$ cat config.mk
export PLATFORM = sky130hd
export DESIGN_NAME = owsp_horner_cell
export DESIGN_NICKNAME = d
export VERILOG_FILES = /design/src/design/owsp_pkg.sv /design/src/design/owsp_horner_cell.sv
export SDC_FILE = /design/constraint.sdc
export NUM_CORES = 2
export LEC_CHECK = 0
export BUFFER_PORTS_ARGS = -buffer_cell sky130_fd_sc_hd__buf_4
export CORE_ASPECT_RATIO = 1.75
export CORE_MARGIN = 2
export CORE_UTILIZATION = 60
export DETAILED_ROUTE_END_ITERATION = 8
export PLACE_DENSITY = 0.82
export SYNTH_ARGS = -nofsm -noshare
export SYNTH_HDL_FRONTEND = slang
export SYNTH_SLANG_ARGS = --single-unit
export TNS_END_PERCENT = 20
$ cat constraint.sdc
create_clock -name clk -period 18.3 [get_ports clk]
set_input_delay 1.83 -clock clk [delete_from_list [all_inputs] [get_ports clk]]
set_output_delay 1.83 -clock clk [all_outputs]
set_load 0.02 [all_outputs]
$ cat src/design/owsp_pkg.sv
// ---------------------------------------------------------------------------
// owsp_pkg
// Shared constants and types of the omni wheel speed to PWM block.
// ---------------------------------------------------------------------------
package owsp_pkg;

	localparam int SPEED_W = 12;
	localparam int HEAD_W  = 16;
	localparam int GAIN_W  = 16;
	localparam int RPM_W   = 11;
	localparam int DUTY_W  = 8;
	localparam int IN_W    = 32;
	localparam int OUT_W   = 64;

	// Quarter-wave sine polynomial in Q30.
	localparam int Q_W = 31;
	localparam logic [Q_W-1:0] SIN_C11 = 31'd3864;
	localparam int HORNER_CELLS = 5;
	localparam logic [Q_W-1:0] HORNER_COEF [HORNER_CELLS] = '{
		31'd172272, 31'd5026996, 31'd85569306, 31'd693598669, 31'd1686629713
	};

	localparam logic [15:0] SQRT3_HALF_Q16 = 16'd56756;

	// Wheel sums are TRIG_BITS + SUM_GUARD bits wide.
	localparam int SUM_GUARD = 30;
	localparam int LO_W      = 24;
	localparam int P_W       = 12;
	localparam logic [P_W-1:0] RPM_POS_MAX = 12'd1023;
	localparam logic [P_W-1:0] RPM_NEG_MAX = 12'd1024;
	localparam logic [P_W-1:0] DUTY_MAX    = 12'd255;

	localparam int CFG_IDX_W = 1;
	localparam logic [CFG_IDX_W-1:0] REG_RPM_GAIN  = 1'd0;
	localparam logic [CFG_IDX_W-1:0] REG_DUTY_GAIN = 1'd1;
	localparam logic [GAIN_W-1:0] RPM_GAIN_RST  = 16'd15647;
	localparam logic [GAIN_W-1:0] DUTY_GAIN_RST = 16'd41779;

	typedef struct packed {
		logic en_abs;
		logic en_mul;
		logic en_sum;
		logic en_out;
	} owsp_wheel_ctrl_t;

endpackage

$ cat src/design/owsp_horner_cell.sv
// ---------------------------------------------------------------------------
// owsp_horner_cell
// One Horner step of the quarter-wave sine: t_out = COEF - (x2 * t_in) >> 30.
// ---------------------------------------------------------------------------
module owsp_horner_cell
	import owsp_pkg::*;
#(
	parameter logic [30:0] COEF = 31'd0
) (
	input  logic           clk,
	input  logic           en,
	input  logic [Q_W-1:0] x_in,
	input  logic [Q_W-1:0] x2_in,
	input  logic [Q_W-1:0] t_in,
	output logic [Q_W-1:0] x_out,
	output logic [Q_W-1:0] x2_out,
	output logic [Q_W-1:0] t_out
);

	logic [2*Q_W-1:0] prod;
	logic [Q_W-1:0]   x_s1;
	logic [Q_W-1:0]   x2_s1;
	logic [Q_W-1:0]   t_s1;

	assign prod = (2*Q_W)'(x2_in) * (2*Q_W)'(t_in);

	always_ff @(posedge clk) begin
		if (en) begin
			x_s1  <= x_in;
			x2_s1 <= x2_in;
			t_s1  <= COEF - prod[2*Q_W-2:Q_W-1];
		end
	end

	assign x_out  = x_s1;
	assign x2_out = x2_s1;
	assign t_out  = t_s1;

endmodule

==> flow_metrics.env <==
export IMPL_status="finished, final reports clean"
export IMPL_route_antenna_remaining_nets=0
export IMPL_dr_wl_met2_mm=49.94
export IMPL_cp_top_family="adder cells"
export IMPL_viasPerCell=5.873
export IMPL_finalNonFillerCells=4396
export IMPL_dp_cells=4378
export IMPL_fillers=4510
export IMPL_highest_layer="met4"
export IMPL_multi_input_area_sq_um=27690
export IMPL_start_util_pct=60.86
export IMPL_htree_levels=3
export IMPL_syn_area_sq_um=34240
export IMPL_cp_arrival_ps=10400
export IMPL_path_clk_slew_ps=90
export IMPL_synth_nets=4812
export IMPL_netlist_cell_type_count=65
export IMPL_min_period_over_period_pct=55.98
export IMPL_fin_setup_tns_ps=0
export IMPL_worst_slew_pin_slew_ps=879.3
export IMPL_routed_wl_mm=95.19
export IMPL_max_clock_freq_mhz=97.62
export IMPL_m1WireLength_mm=28.21
export IMPL_cts_root_buf="clkbuf_16"
export IMPL_layout_nets=4806
export IMPL_drcViolationCount=0
export IMPL_io_pins=188
export IMPL_met3_length_mm=5.848
export IMPL_hold_viol=0
export IMPL_worstSetupStartpointType="primary input"
export IMPL_final_min_clock_period_ps=10240
export IMPL_areaGrowthSynthToFinish_pct=5.525
export IMPL_synth_warnings=0
export IMPL_dr_pass1_iters=6
export IMPL_grt_max_degree=61
export IMPL_worstPathMaxFanout=31
export IMPL_routedWlPerCell_um=21.65
export IMPL_synth_seq_cells=93
export IMPL_die_w_um=184.6
export IMPL_grt_overflow=0
export IMPL_netlist_instances=3635
export IMPL_via_count=25820
export IMPL_cts_made_buffers=9
export IMPL_grt_pass1_vias=28930
export IMPL_fp_row_count=115
export IMPL_seq_area_sq_um=2793
export IMPL_setup_violations=0
export IMPL_synth_edf_count=93
export IMPL_antenna_found_initial=0
export IMPL_die_height_um=320.0
export IMPL_cts_sinks=93
export IMPL_dp_hpwl_mm=76.17
export IMPL_rsz0062_at_grt="no"
export IMPL_yosysSeqAreaShare_pct=8.156
export IMPL_postCtsSetupBuffers=0
export IMPL_drt_iter0_markers=1553
export IMPL_cp_num_buf_inv=4
export IMPL_path_class="primary input to register"
export IMPL_cts_buffer_depth=2
export IMPL_cp_common_cell="fa_1"
export IMPL_crit_path_max_incr_delay_ps=690
export IMPL_gp_congestion=0.9954
export IMPL_drive_gt1_share_pct=6.247
export IMPL_hp_class="primary input to register"
export IMPL_ys_flop_type="edfxtp_1"
export IMPL_slew_headroom_pct=41.38
export IMPL_hold_buffers=0
export IMPL_cap_violations=0
export IMPL_die_area_sq_um=59070
export IMPL_grt_usage_pct=34.38
export IMPL_cts_tree="done"
export IMPL_io_buffers=187
export IMPL_ctsResizeCount=0
export IMPL_syn_avg_cell_area_sq_um=9.420
export IMPL_crit_slowest_cell="fa_1"
export IMPL_required_ps=18450
export IMPL_async_flop_share_pct=0
export IMPL_finalMaxSlewViolations=0
export IMPL_core_area_sq_um=56260
export IMPL_grt_pass1_wl_mm=151.4
export IMPL_worst_setup_path_end_kind="register"
==> placed cells by master, fill, tap and decap left out, types with 3 or more instances in the layout <==
| cell type | count |
|---|---|
| xnor2_1 | 40 |
| nand4_1 | 21 |
| a211oi_2 | 3 |
| and3_1 | 12 |
| nand2_1 | 554 |
| nor3_1 | 11 |
| nand3_1 | 19 |
| nor4_1 | 10 |
| a211oi_1 | 4 |
| clkbuf_16 | 9 |
| edfxtp_1 | 93 |
| a31oi_1 | 10 |
| fa_1 | 835 |
| nor3b_1 | 3 |
| o31ai_1 | 8 |
| o211ai_1 | 10 |
| o2111ai_1 | 4 |
| and2_1 | 478 |
| o21ai_0 | 37 |
| or3_1 | 6 |
| nor2_1 | 53 |
| o21bai_1 | 5 |
| a21boi_0 | 5 |
| buf_4 | 188 |
| nor2b_1 | 3 |
| xor2_1 | 22 |
| a21oi_2 | 3 |
| o21ai_1 | 12 |
| o21a_1 | 4 |
| ha_1 | 247 |
| inv_1 | 791 |
| a21o_1 | 21 |
| a21oi_1 | 64 |
| or2_2 | 3 |
==> cell usage after synthesis, types with 19 or more instances <==
cell / number / share of area, %
fa_1: 835 / 49
inv_1: 791 / 8.7
nand2_1: 554 / 6.1
and2_1: 478 / 8.7
ha_1: 247 / 9.0
clkbuf_1: 198 / 2.2
edfxtp_1: 93 / 8.2
a21oi_1: 64 / 0.94
nor2_1: 53 / 0.58
xnor2_1: 40 / 1.0
o21ai_0: 37 / 0.54
xor2_1: 22 / 0.56
a21o_1: 21 / 0.46
nand4_1: 21 / 0.38
nand3_1: 19 / 0.28
==> area by class of cell <==
class | instances | area share, %
clock inverters | 7 | 0.2528
multi-input cells | 2546 | 76.63
flip-flops and latches | 93 | 7.729
repair buffers | 188 | 3.906
well taps | 760 | 2.632
clock buffers | 9 | 0.6233
diodes | 2 | 0.01385
inverters | 791 | 8.217
==> through the flow <==
stage          hold slack, ps  util (%)  worst slack, ps  area [sq um]
3_5_place_dp             2009     63.65             7804         35810
3_3_place_gp             2008     63.65             7981         35810
6_report                 1588     64.22             8056         36130
2_1_floorplan            1929         -             8784         34240
5_1_grt                  1588     64.21             7542         36130
4_1_cts                  1574     64.21             8215         36130
==> final timing paths <==
kind | start | to | slack [ps] | depth (start not counted)
max | t_in[8] | t_out[30] | 8060 | 25
min | x_in[23] | x_out[23] | 1590 | 1
==> metal layers <==
metal	vias up	GRT usage, %
met3	583	4.760
li1	10700	-
met2	1372	60.33
met4	0	32.78
met5	-	0
met1	13170	34.29
==> cells by family (layout without fill, tap and decap cells) <==
kind of cell	after synthesis	after routing	synth area share [%]
compound gates	208	208	3.906
buf+inv	996	995	10.98
other cells	0	2	0
simple gates	1192	1192	17.46
fa+ha+maj	1082	1082	57.85
xor+xnor	62	62	1.586
mux	2	2	0.06212
flops	93	93	8.156
==> sequential cells by signal, indices dropped and copies added (netlist names) <==
| signal | cells |
|---|---|
| x2_out | 31 |
| t_out | 31 |
| x_out | 31 |
Power is not shown: default switching activity piles up to over one toggle a cycle in this logic, so the estimate is an artifact.
