==> src/design/owsp_pkg.sv <==
// ---------------------------------------------------------------------------
// owsp_pkg
// Shared constants and types of the omni wheel speed to PWM block.
// ---------------------------------------------------------------------------
package owsp_pkg;

	localparam int SPEED_W = 12;
	localparam int HEAD_W  = 16;
	localparam int GAIN_W  = 16;
	localparam int RPM_W   = 11;
	localparam int DUTY_W  = 8;
	localparam int IN_W    = 32;
	localparam int OUT_W   = 64;

	// Quarter-wave sine polynomial in Q30.
	localparam int Q_W = 31;
	localparam logic [Q_W-1:0] SIN_C11 = 31'd3864;
	localparam int HORNER_CELLS = 5;
	localparam logic [Q_W-1:0] HORNER_COEF [HORNER_CELLS] = '{
		31'd172272, 31'd5026996, 31'd85569306, 31'd693598669, 31'd1686629713
	};

	localparam logic [15:0] SQRT3_HALF_Q16 = 16'd56756;

	// Wheel sums are TRIG_BITS + SUM_GUARD bits wide.
	localparam int SUM_GUARD = 30;
	localparam int LO_W      = 24;
	localparam int P_W       = 12;
	localparam logic [P_W-1:0] RPM_POS_MAX = 12'd1023;
	localparam logic [P_W-1:0] RPM_NEG_MAX = 12'd1024;
	localparam logic [P_W-1:0] DUTY_MAX    = 12'd255;

	localparam int CFG_IDX_W = 1;
	localparam logic [CFG_IDX_W-1:0] REG_RPM_GAIN  = 1'd0;
	localparam logic [CFG_IDX_W-1:0] REG_DUTY_GAIN = 1'd1;
	localparam logic [GAIN_W-1:0] RPM_GAIN_RST  = 16'd15647;
	localparam logic [GAIN_W-1:0] DUTY_GAIN_RST = 16'd41779;

	typedef struct packed {
		logic en_abs;
		logic en_mul;
		logic en_sum;
		logic en_out;
	} owsp_wheel_ctrl_t;

endpackage

==> src/design/owsp_wheel.sv <==
// ---------------------------------------------------------------------------
// owsp_wheel
// Turns one wheel sum into saturated rpm, PWM duty and direction bit.
// ---------------------------------------------------------------------------
module owsp_wheel
	import owsp_pkg::*;
#(
	parameter int TRIG_BITS = 16
) (
	input  logic                                clk,
	input  owsp_wheel_ctrl_t                    ctrl,
	input  logic signed [TRIG_BITS+SUM_GUARD-1:0] sum,
	input  logic [GAIN_W-1:0]                   rpm_gain,
	input  logic [GAIN_W-1:0]                   duty_gain,
	output logic [RPM_W-1:0]                    rpm,
	output logic [DUTY_W-1:0]                   duty,
	output logic                                fwd
);

	localparam int SUM_W = TRIG_BITS + SUM_GUARD;
	localparam int HI_W  = SUM_W - LO_W;
	localparam int TOT_W = SUM_W + GAIN_W;

	logic [SUM_W-1:0]        mag_s1;
	logic                    neg_s1;
	logic [LO_W+GAIN_W-1:0]  pl_s2;
	logic [HI_W+GAIN_W-1:0]  ph_s2;
	logic                    neg_s2;
	logic [TOT_W-1:0]        tot;
	logic [P_W-1:0]          p_s3;
	logic                    neg_s3;
	logic [P_W+GAIN_W-1:0]   dfull;
	logic [P_W-1:0]          dval;
	logic [P_W-1:0]          pm;
	logic [P_W-1:0]          pn;
	logic [RPM_W-1:0]        rpm_s4;
	logic [DUTY_W-1:0]       duty_s4;
	logic                    fwd_s4;

	always_ff @(posedge clk) begin
		if (ctrl.en_abs) begin
			neg_s1 <= sum[SUM_W-1];
			mag_s1 <= sum[SUM_W-1] ? SUM_W'(-sum) : SUM_W'(sum);
		end
	end

	always_ff @(posedge clk) begin
		if (ctrl.en_mul) begin
			pl_s2  <= (LO_W+GAIN_W)'(mag_s1[LO_W-1:0]) * (LO_W+GAIN_W)'(rpm_gain);
			ph_s2  <= (HI_W+GAIN_W)'(mag_s1[SUM_W-1:LO_W]) * (HI_W+GAIN_W)'(rpm_gain);
			neg_s2 <= neg_s1;
		end
	end

	assign tot = (TOT_W'(ph_s2) << LO_W) + TOT_W'(pl_s2);

	always_ff @(posedge clk) begin
		if (ctrl.en_sum) begin
			p_s3   <= P_W'(tot >> (TRIG_BITS + 31));
			neg_s3 <= neg_s2;
		end
	end

	always_comb begin
		dfull = (P_W+GAIN_W)'(p_s3) * (P_W+GAIN_W)'(duty_gain);
		dval  = dfull[P_W+GAIN_W-1:GAIN_W];
		if (dval > DUTY_MAX) begin
			dval = DUTY_MAX;
		end
		pm = p_s3;
		if (neg_s3 && p_s3 != '0) begin
			if (pm > RPM_NEG_MAX) begin
				pm = RPM_NEG_MAX;
			end
		end else if (pm > RPM_POS_MAX) begin
			pm = RPM_POS_MAX;
		end
		pn = P_W'(0) - pm;
	end

	always_ff @(posedge clk) begin
		if (ctrl.en_out) begin
			duty_s4 <= dval[DUTY_W-1:0];
			if (neg_s3 && p_s3 != '0) begin
				rpm_s4 <= pn[RPM_W-1:0];
				fwd_s4 <= 1'b0;
			end else begin
				rpm_s4 <= pm[RPM_W-1:0];
				fwd_s4 <= 1'b1;
			end
		end
	end

	assign rpm  = rpm_s4;
	assign duty = duty_s4;
	assign fwd  = fwd_s4;

endmodule

==> config.mk <==
export PLATFORM = sky130hd
export DESIGN_NAME = owsp_wheel
export DESIGN_NICKNAME = d
export VERILOG_FILES = /design/src/design/owsp_pkg.sv /design/src/design/owsp_wheel.sv
export SDC_FILE = /design/constraint.sdc
export NUM_CORES = 2
export LEC_CHECK = 0
export BUFFER_PORTS_ARGS = -buffer_cell sky130_fd_sc_hd__clkbuf_2
export CAP_MARGIN = 5
export CORE_MARGIN = 1.5
export CORE_UTILIZATION = 52
export CTS_BUF_LIST = sky130_fd_sc_hd__clkbuf_8
export DETAILED_ROUTE_END_ITERATION = 16
export MAX_ROUTING_LAYER = met4
export PLACE_DENSITY = 0.73
export SYNTH_ARGS = -nofsm -noshare
export SYNTH_HDL_FRONTEND = slang
export SYNTH_SLANG_ARGS = --single-unit
==> constraint.sdc <==
create_clock -name clk -period 15.2 [get_ports clk]
set_input_delay 3.04 -clock clk [delete_from_list [all_inputs] [get_ports clk]]
set_output_delay 3.04 -clock clk [all_outputs]
set_load 0.005 [all_outputs]
==> run metrics <==
Top Family by Delay on Critical Path adder cells; clock-pin slew on the worst setup and hold paths 0.09 ns; CTS Buf Count 17; Max Clock Freq 110 MHz; post-DP HPWL 60.2 mm; most frequent cells after synthesis 828 x inv_1, 720 x fa_1, 668 x nand2_1; largest net degree at the start of global routing 53; gr ovfl total 0; crit path DAT 9.40 ns; root buf cell clkbuf_8; Iter 0 DRT Violations approximately 1600; relative slew slack 32.1%; CTS hold repair buffers 0; CTS Sinks about 130; Slowest cell on crit path fa_1; Die Ht 258 µm; kind of critical path in -> reg; Post-synth ARST share 0%; met3 Usage GRT 5.35%; post-cts gate resize count 0; Pre-Repair DR Iteration Count 7; routed wire length between 80 and 90 mm; core area ~64000 µm²; Final setup viols 0; register area 3960 µm²; CTS max path bufs 2; worst path buffer plus inverter count 7; Most used DFF post-synth edfxtp_1; Post-synth EDFFs roughly 130; Synth-to-Final Area Change 4.45%; Mean Syn Cell Area 9.23 µm²; most common cell in the netlist inv_1; initial antenna violation count 3; Die ar. 66700 µm²; first-pass GRT wire length around 130 mm; initial core utilization 52.6%; # DRC 0; slowest stage delay, CP 0.57 ns; vias in the first global route about 26000; DR WL/cell 17.8 µm; busiest grt layer met2; Synth area leader fa_1; H-Tree Level Count 4; Yosys cell types between 60 and 70; yosys warns 0; critical path, cell by cell clkbuf_2, buf_4, nand2_1, fa_1, inv_1, fa_1, inv_1, fa_1, inv_1, fa_1, inv_1, fa_1, inv_1, fa_1, ha_1, a21oi_1, o21ai_0, a31oi_1, a31oi_1, a311o_1, a21o_1, a2111oi_0, nor3b_1; max-cap violation count 0; CP dominant cell by count fa_1; I/O Pins between 100 and 150; final period demand of the worst path roughly 9.1 ns; Fin. Hold Viols 0; GR Layer Usage met2 42.5%; multi-input logic area 26200 µm²; Mapped Nets 4757; Critical Path Source Type primary input; routed vias 24300; vias per cell 5.38; GRT Overall Usage 26.1%; register area share after synthesis 11.7%; fin crit share between 50 and 60%; gpl congestion approximately 0.90; Mapped Area 33900 µm²; critical path required time 15.48 ns; Final TNS setup 0 ns; Worst Hold Class reg -> reg; RSZ-0062 raised after global routing false; worst-path fanout max 45; top cell type's share of synthesized area 42.5%; Fin Hold WS 0.441 ns; Least-Margin Pin Slew just over 1 ns; GR Util met1 33.4%; fin nets 4725; outcome finished, final reports clean; overall die width about 260 µm; clk_lat worst skew between 0.5 and 0.6 ns; Critical Path Sink Type flip-flop; Synth Instances approximately 3700; setup repair bufs after CTS 0; Slew Limit Fails 0; IO buf count 102; share of layout cells above drive strength 1 about 4.8%; post-route ant nets 0; FP Rows 93; clk_skew 0.0345 ns; ranking of synthesized cells by area fa_1 43%, edfxtp_1 12%, ha_1 10%; fill count around 5800; CTS tree done; #FFs+latches synth 132
==> cell type report <==
class                   count  share of cell area [%]
multi-input cells        2537                    73.9
repair buffers            125                    1.93
well taps                 855                    3.02
inverters                 828                    8.78
clock buffers              17                   0.661
clock inverters            15                   0.505
flip-flops and latches    132                    11.2
diodes                      2                  0.0141
==> state kept, by name (all words and copies together), names as in the netlist <==
name    flops
neg_s1      1
mag_s1     46
p_s3       12
duty        8
fwd         1
rpm        11
neg_s2      1
neg_s3      1
ph_s2      35
pl_s2      16
==> layout by cell type (no fill, tap or decap), types with 9 or more instances in the layout <==
master	instances
o21ai_0	45
a211oi_1	10
nor2_1	46
clkbuf_2	102
and3_1	9
buf_4	23
fa_1	720
clkbuf_8	17
nand4_1	14
xor2_1	22
nand2_1	668
nor3_1	23
nand2b_1	12
o31ai_1	21
ha_1	281
edfxtp_1	132
and2_1	317
nand3_1	29
inv_1	828
xnor2_1	91
o21a_1	12
a21oi_1	68
a21o_1	36
o41ai_1	9
==> worst reg2reg max path, stage by stage (launching register included) <==
cell	delay, ns
edfxtp_1	0.98
nand2_1	0.18
fa_1	0.55
inv_1	0.05
fa_1	0.53
inv_1	0.05
fa_1	0.50
inv_1	0.06
fa_1	0.53
inv_1	0.05
fa_1	0.47
inv_1	0.05
fa_1	0.44
ha_1	0.37
a21oi_1	0.17
o21ai_0	0.11
a31oi_1	0.23
a31oi_1	0.19
a311o_1	0.47
a21o_1	0.21
a2111oi_0	0.42
nor3b_1	0.09
==> worst paths after layout <==
kind,slack [ns],start,end,cells after the start
setup / recovery,6.09,rpm_gain[1],ph_s2[34],23
hold / removal,0.44,neg_s2,neg_s3,0
setup reg to reg,8.27,mag_s1[35],ph_s2[34],21
hold reg to reg,0.44,neg_s2,neg_s3,0
==> kinds of logic (layout without fill, tap and decap cells) <==
group	count (synthesis)	in the layout	synth area share, %
and+or+nand+nor	1159	1159	16.1
buffers and inverters	1004	985	11.1
adders and majority gates	1001	1001	52.9
AOI/OAI and AO/OA	264	264	5.26
DFF	132	132	11.7
xor gates and xnor gates	113	113	2.92
other	0	2	0
==> metal layers <==
metal / up-vias / part of all wire (%) / routed length, µm
met4: 0 / 2.2 / 1740
met3: 136 / 8.4 / 6730
li1: 11000 / - / -
met5: - / 0 / 0
met2: 944 / 48 / 38700
met1: 12200 / 41 / 33200
==> stage by stage <==
stage / setup WS, ns / instances / cell area, µm² / utilization (%)
floorplan: 6.15 / 3673 / 33900 / -
global placement: 5.75 / 4477 / 35000 / 54.3
detailed placement: 5.57 / 4477 / 35000 / 54.3
CTS: 6.17 / 4509 / 35400 / 54.9
global route: 5.82 / 4511 / 35400 / 54.9
finish: 6.09 / 4511 / 35400 / 54.9
Power is left out: the tool's default activity adds up to more than one toggle a clock period on the data nets, which glitch-free logic cannot reach.
